[src/sv/abfm_pkg.sv]
// Shared types and constants for the adaptive byte frequency model.
package abfm_pkg;

    localparam int SYMBOL_COUNT_DEF = 256;
    localparam int CNT_W            = 14;
    localparam int TOT_W            = 15;
    localparam int ACC_W            = 16;
    localparam int TOTAL_LIMIT      = 16384;

    typedef enum logic [1:0] {
        CMD_ENC = 2'd0,
        CMD_DEC = 2'd1,
        CMD_RAW = 2'd2,
        CMD_NOP = 2'd3
    } cmd_t;

    typedef enum logic [3:0] {
        ST_CLR,
        ST_IDLE,
        ST_SCAN,
        ST_SCAN_END,
        ST_UPD,
        ST_RESC,
        ST_RESC_END,
        ST_RESC_FIN,
        ST_SEND
    } state_t;

    typedef struct packed {
        logic [13:0] low;
        logic [13:0] freq;
        logic [13:0] total;
        logic [7:0]  sym;
        logic        need_raw;
        logic        last;
    } res_t;

    typedef struct packed {
        logic load_in;
        logic load_esc;
        logic idx_clr;
        logic idx_inc;
        logic clr_wr;
        logic scan_rd;
        logic upd;
        logic resc_rd;
        logic resc_fin;
        logic send_adv;
    } ctrl_t;

    typedef struct packed {
        cmd_t in_cmd;
        logic in_tgt_zero;
        logic idx_last;
        logic need_resc;
        logic more_res;
    } stat_t;

endpackage

[src/sv/abfm_ram.sv]
// Generic single-write, single-read RAM with registered read data.
module abfm_ram #(
    parameter int WIDTH = 14,
    parameter int DEPTH = 256,
    parameter int AW    = $clog2(DEPTH)
) (
    input  logic             aclk,
    input  logic             we,
    input  logic [AW-1:0]    waddr,
    input  logic [WIDTH-1:0] wdata,
    input  logic [AW-1:0]    raddr,
    output logic [WIDTH-1:0] rdata
);

    logic [WIDTH-1:0] mem [DEPTH];

    always_ff @(posedge aclk) begin
        if (we) begin
            mem[waddr] <= wdata;
        end
        rdata <= mem[raddr];
    end

endmodule

[src/sv/abfm_dp.sv]
// Datapath: count memory, scan accumulator, totals and result registers.
module abfm_dp #(
    parameter int SYMBOL_COUNT = abfm_pkg::SYMBOL_COUNT_DEF
) (
    input  logic            aclk,
    input  logic            aresetn,
    input  logic [1:0]      in_cmd,
    input  logic [7:0]      in_symbol,
    input  logic [13:0]     in_target,
    input  logic            cfg_wr_en,
    input  logic [14:0]     cfg_wr_data,
    input  abfm_pkg::ctrl_t ctrl,
    output abfm_pkg::stat_t stat,
    output abfm_pkg::res_t  res_out
);

    localparam int IW = $clog2(SYMBOL_COUNT);
    localparam logic [IW-1:0] LAST_IDX = IW'(SYMBOL_COUNT - 1);
    localparam int CW = abfm_pkg::CNT_W;
    localparam int TW = abfm_pkg::TOT_W;
    localparam int AW = abfm_pkg::ACC_W;

    logic [TW-1:0] thr_reg;
    logic [TW-1:0] total_reg;
    logic [IW-1:0] idx_reg;
    logic [IW-1:0] ridx_reg;
    logic          scan_v_reg;
    logic          resc_v_reg;
    logic          found_reg;
    logic [AW-1:0] acc_reg;
    logic [AW-1:0] low_reg;
    logic [CW-1:0] freq_reg;
    logic [IW-1:0] sel_reg;
    abfm_pkg::cmd_t cmd_reg;
    logic [IW-1:0] sym_reg;
    logic [13:0]   tgt_reg;
    abfm_pkg::res_t res0_reg, res1_reg;
    logic          two_reg;
    logic          out_sel_reg;

    logic          ram_we;
    logic [IW-1:0] ram_waddr;
    logic [CW-1:0] ram_wdata;
    logic [CW-1:0] ram_rdata;
    logic [CW-1:0] half;
    logic [AW-1:0] acc_plus;
    logic          hit;
    logic [TW-1:0] thr_eff;
    logic [TW-1:0] total_inc;
    logic [IW-1:0] sym_clamp;

    abfm_ram #(.WIDTH(CW), .DEPTH(SYMBOL_COUNT)) u_ram (
        .aclk  (aclk),
        .we    (ram_we),
        .waddr (ram_waddr),
        .wdata (ram_wdata),
        .raddr (idx_reg),
        .rdata (ram_rdata)
    );

    assign sym_clamp = (32'(in_symbol) >= SYMBOL_COUNT) ? LAST_IDX : IW'(in_symbol);
    assign half      = CW'(({1'b0, ram_rdata} + 1'b1) >> 1);
    assign acc_plus  = acc_reg + AW'(ram_rdata);
    assign thr_eff   = (thr_reg > TW'(abfm_pkg::TOTAL_LIMIT)) ?
                       TW'(abfm_pkg::TOTAL_LIMIT) : thr_reg;
    assign total_inc = total_reg + 1'b1;

    always_comb begin
        if (cmd_reg == abfm_pkg::CMD_DEC) begin
            hit = ({1'b0, tgt_reg} < total_reg) &&
                  ((AW'(tgt_reg) - 1'b1) < acc_plus);
        end else begin
            hit = (ridx_reg == sym_reg);
        end
        hit = !found_reg && (hit || ridx_reg == LAST_IDX);
    end

    always_comb begin
        ram_we    = 1'b0;
        ram_waddr = idx_reg;
        ram_wdata = '0;
        if (ctrl.clr_wr) begin
            ram_we = 1'b1;
        end else if (ctrl.upd) begin
            ram_we    = 1'b1;
            ram_waddr = sel_reg;
            ram_wdata = freq_reg + 1'b1;
        end else if (resc_v_reg) begin
            ram_we    = 1'b1;
            ram_waddr = ridx_reg;
            ram_wdata = half;
        end
    end

    always_comb begin
        stat.in_cmd      = abfm_pkg::cmd_t'(in_cmd);
        stat.in_tgt_zero = (in_target == '0);
        stat.idx_last    = (idx_reg == LAST_IDX);
        stat.need_resc   = (total_inc >= thr_eff);
        stat.more_res    = two_reg && !out_sel_reg;
        res_out          = out_sel_reg ? res1_reg : res0_reg;
    end

    always_ff @(posedge aclk) begin
        if (!aresetn) begin
            thr_reg     <= TW'(abfm_pkg::TOTAL_LIMIT);
            total_reg   <= TW'(1);
            idx_reg     <= '0;
            scan_v_reg  <= 1'b0;
            resc_v_reg  <= 1'b0;
            found_reg   <= 1'b0;
            two_reg     <= 1'b0;
            out_sel_reg <= 1'b0;
        end else begin
            if (cfg_wr_en) begin
                thr_reg <= cfg_wr_data;
            end
            if (ctrl.idx_clr) begin
                idx_reg <= '0;
            end else if (ctrl.idx_inc) begin
                idx_reg <= idx_reg + 1'b1;
            end
            scan_v_reg <= ctrl.scan_rd;
            resc_v_reg <= ctrl.resc_rd;
            if (ctrl.load_in) begin
                found_reg <= 1'b0;
            end else if (scan_v_reg && hit) begin
                found_reg <= 1'b1;
            end
            if (ctrl.upd) begin
                total_reg <= total_inc;
            end else if (ctrl.resc_fin) begin
                total_reg <= TW'(acc_reg + 1'b1);
            end
            if (ctrl.load_in || ctrl.load_esc) begin
                out_sel_reg <= 1'b0;
                two_reg     <= 1'b0;
            end else if (ctrl.upd) begin
                two_reg <= (cmd_reg == abfm_pkg::CMD_ENC) && (freq_reg == '0);
            end else if (ctrl.send_adv) begin
                out_sel_reg <= 1'b1;
            end
        end
    end

    always_ff @(posedge aclk) begin
        ridx_reg <= idx_reg;
        if (ctrl.load_in) begin
            cmd_reg <= abfm_pkg::cmd_t'(in_cmd);
            sym_reg <= sym_clamp;
            tgt_reg <= in_target;
        end
        if (ctrl.load_in || ctrl.upd) begin
            acc_reg <= '0;
        end else if (scan_v_reg) begin
            acc_reg <= acc_plus;
        end else if (resc_v_reg) begin
            acc_reg <= acc_reg + AW'(half);
        end
        if (scan_v_reg && hit) begin
            low_reg  <= acc_reg;
            freq_reg <= ram_rdata;
            sel_reg  <= ridx_reg;
        end
        if (ctrl.load_esc) begin
            res0_reg <= '{low: '0, freq: 14'd1, total: 14'(total_reg), sym: '0,
                          need_raw: 1'b1, last: 1'b1};
        end else if (ctrl.upd) begin
            unique case (cmd_reg)
                abfm_pkg::CMD_ENC: begin
                    if (freq_reg != '0) begin
                        res0_reg <= '{low: 14'(low_reg + 1'b1), freq: freq_reg,
                                      total: 14'(total_reg), sym: '0,
                                      need_raw: 1'b0, last: 1'b1};
                    end else begin
                        res0_reg <= '{low: '0, freq: 14'd1, total: 14'(total_reg),
                                      sym: '0, need_raw: 1'b0, last: 1'b0};
                    end
                end
                abfm_pkg::CMD_DEC: begin
                    res0_reg <= '{low: 14'(low_reg + 1'b1), freq: freq_reg,
                                  total: 14'(total_reg), sym: 8'(sel_reg),
                                  need_raw: 1'b0, last: 1'b1};
                end
                default: begin
                    res0_reg <= '{low: 14'(sym_reg), freq: 14'd1,
                                  total: 14'(SYMBOL_COUNT), sym: 8'(sym_reg),
                                  need_raw: 1'b0, last: 1'b1};
                end
            endcase
            res1_reg <= '{low: 14'(sym_reg), freq: 14'd1, total: 14'(SYMBOL_COUNT),
                          sym: '0, need_raw: 1'b0, last: 1'b1};
        end
    end

endmodule

[config.mk]
export PLATFORM = sky130hd
export DESIGN_NAME = abfm_dp
export DESIGN_NICKNAME = d
export VERILOG_FILES = /design/src/sv/abfm_pkg.sv /design/src/sv/abfm_ram.sv /design/src/sv/abfm_dp.sv
export SDC_FILE = /design/constraint.sdc
export NUM_CORES = 2
export LEC_CHECK = 0
export BUFFER_PORTS_ARGS = -buffer_cell sky130_fd_sc_hd__buf_2
export CORE_MARGIN = 2
export CORE_UTILIZATION = 45
export DETAILED_ROUTE_END_ITERATION = 10
export PLACE_DENSITY = 0.67
export RECOVER_POWER = 25
export SLEW_MARGIN = 10
export SYNTH_ARGS = -nofsm -noshare
export SYNTH_HDL_FRONTEND = slang
export SYNTH_SLANG_ARGS = --single-unit
[constraint.sdc]
create_clock -name aclk -period 52.2 [get_ports aclk]
set_clock_uncertainty 0.05 [all_clocks]
set_input_delay 10.44 -clock aclk [delete_from_list [all_inputs] [get_ports aclk]]
set_output_delay 10.44 -clock aclk [all_outputs]
set_load 0.03 [all_outputs]
==> impl_metrics.json <==
{
  "top_usage_layer": "met2",
  "synth_top_family_by_area": "multiplexers",
  "place_ws_ps": 30080,
  "cap_violations": 35,
  "boundaryPins": 110,
  "cp-start-kind": "primary input",
  "cts_max_level": 5,
  "cts_tree": "yes",
  "regArea_mm2": 0.112,
  "synth.distinct_cells": 78,
  "met3_usage_pct": 5.20,
  "ant_nets": 0,
  "synth_simple_gate_area_share_pct": 2.87,
  "first_iter_violations": 11000,
  "synth.cell_area_mm2": 0.150,
  "cellLeakagePower_nw": 52.9,
  "setup_slack_ps": 29200,
  "firstDrtPassIters": 6,
  "grt-ovfl-total": 0,
  "antenna_found_initial": 21,
  "yosys_warnings": 0,
  "ys_seq_elements": 3785,
  "min_path_type": "reg -> reg",
  "drive_above_1_share_pct": 24.2,
  "critical_path_class": "in -> reg",
  "core_region_area_mm2": 0.331,
  "ctsHoldBuffers": 0,
  "tightest_slew_ps": 10300,
  "max_slew_margin_pct": -587,
  "cts_root_buf": "clkbuf_16",
  "num_vias": 76900,
  "routed_wl_um": 397000,
  "insertion_delay_ps": 930,
  "clock_path_buffers": 4,
  "first_global_vias": 75300,
  "fmaxAchievable_ghz": 0.0435,
  "wl_per_cell_um": 32.0,
  "die_w_um": 581,
  "rows": 211,
  "synth-compound-area-share_pct": 2.95,
  "finalHoldViolations": 0,
  "setup_viol": 0,
  "ys.flop_type": "edfxtp_1",
  "maxSlewViolCount": 2381,
  "grtUsageTotal_pct": 23.1,
  "grt_use_met1_pct": 32.3,
  "tns_ps": 0,
  "async_reset_ff_share_pct": 0,
  "port_buffers": 109,
  "worstPathMaxFanout": 195,
  "post-route-period-util_pct": 44.1,
  "ys_seq_area_share_pct": 75.2,
  "cp.arrival_ps": 22130,
  "grtUsageMet2_pct": 36.0,
  "cts_buffers": 369,
  "multi_input_area_mm2": 0.0347,
  "start_util_pct": 45.3,
  "ir_worst_vdd_uv": 25.5,
  "grt_max_degree": 213,
  "status": "complete, but fails checks",
  "hpwlAfterDp_um": 236000,
  "die_area_mm2": 0.337,
  "largest_register_ffs": 3584,
  "area_growth_pct": 12.5,
  "clk_pin_slew_worst_paths_ps": 60,
  "drc": 0,
  "violations": "max-capacitance violations, max-slew violations",
  "rsz0062_at_grt": "false",
  "grt_pass1_wl_um": 562000,
  "critPathRequiredTime_ps": 51330,
  "p_per_area_mw_per_mm2": 37.3,
  "synth_edf_count": 3666,
  "synth-xor-area-share_pct": 0.627,
  "synth_mux_area_share_pct": 16.0,
  "nets": 7859,
  "ctsResizeCount": 0,
  "period_needed_ps": 23000,
  "avgSynthCellArea_um2": 20.6,
  "cts_setup_buffers": 0,
  "end_kind": "register",
  "syn-num-nets": 7383,
  "via_per_inst": 6.20,
  "die_y_um": 581,
  "netlist_instances": 7250,
  "yosys.area_share.adder_pct": 0.688,
  "cts.sinks": 3785,
  "n_fill_cell": 25800,
  "gp_congestion": 0.889
}
worst paths after layout:
check | from | to | slack (ps) | depth (start not counted)
hold / removal | res0_reg[0] | res0_reg[0] | 410 | 1
hold reg to reg | res0_reg[0] | res0_reg[0] | 410 | 1
setup reg to reg | idx_reg[0] | u_ram.rdata[11] | 37260 | 9
setup / recovery | ctrl[3] | u_ram.mem[244][6] | 29200 | 6
Yosys cell counts (43+ instances only):
library cell  instances  area (µm²)
clkbuf_1            146         548
inv_1                43         161
xnor2_1              58         508
mux2i_1             263        2630
buf_6                60         676
nand3_1              74         370
nand2_1             235         882
nor2_1              444        1670
o21ai_0             101         505
mux4_2              931       21000
a21oi_1             155         776
a211oi_1             48         360
ha_1                 79         988
nor2b_1              80         500
xor2_1               49         429
buf_4                44         330
o221ai_1             44         385
a221oi_1             59         517
dfxtp_1             119        2380
buf_2               103         515
edfxtp_1           3666      110000
worst max-delay path, stage by stage:
cell and delay, ps:
clkbuf_1 1380, clkbuf_1 1620, o21bai_2 130, clkbuf_1 570, a211oi_1 620, clkbuf_1 7110
report_power, final:
part	switching [mW]	internal [mW]	total, mW
clock network	1.12	1.52	2.64
logic	0.177	0.0894	0.267
registers	0.0126	3.36	3.38
total	1.31	4.97	6.28
area by class of cell:
class	instances	area share [%]
sequential	3785	66.9
multi-input combinational	3017	20.6
clock buffer	469	5.87
tap	4366	3.25
timing repair buffer	506	2.10
clock inverter	196	1.16
inverter	47	0.112
antenna	9	0.0134
stage by stage:
step	hold WS (ps)	area (µm²)	utilization, %	power, mW	std cells
global placement	378	157000	47.4	3.69	11700
floorplan	279	150000	-	3.62	7250
global route	419	168000	50.9	6.44	12400
detailed placement	391	157000	47.4	3.70	11700
CTS	405	169000	51.0	6.30	12400
finish	407	168000	50.9	6.28	12400
metal layers:
| metal | up-vias | part of all wire [%] | wire (µm) |
|---|---|---|---|
| li1 | 31000 | - | - |
| met1 | 40800 | 39 | 154000 |
| met2 | 4368 | 47 | 185000 |
| met3 | 683 | 11 | 42600 |
| met4 | 14 | 4.0 | 15800 |
| met5 | - | 0.022 | 89 |
logic make-up after synthesis:
| kind of cell | Yosys count |
|---|---|
| flops | 3785 |
| buf+inv | 448 |
| simple gates | 975 |
| xor+xnor | 107 |
| compound gates | 642 |
| fa+ha+maj | 81 |
| mux | 1212 |
cells in the final DEF (no fill, tap or decap), drive strengths merged, types with 11 or more instances in the layout:
master    instances
bufinv           37
o221ai           44
a22oi            40
clkinvlp         11
inv              56
mux4            938
nand2           236
clkinv          139
o21ai           102
dfxtp           119
nor3             34
a21o             19
mux2i           263
a221oi           59
buf             454
o21a             16
ha               79
o22ai            21
nand3            74
a211oi           48
o211ai           25
and3             20
xor2             49
a22o             13
edfxtp         3666
nor2            444
nor2b            80
mux2             11
nand2b           11
nand4            17
or3              11
nor4             12
and2             13
a2111oi          12
a21oi           155
or2              11
xnor2            58
clkbuf          521
(Power assumes the default switching activity.)
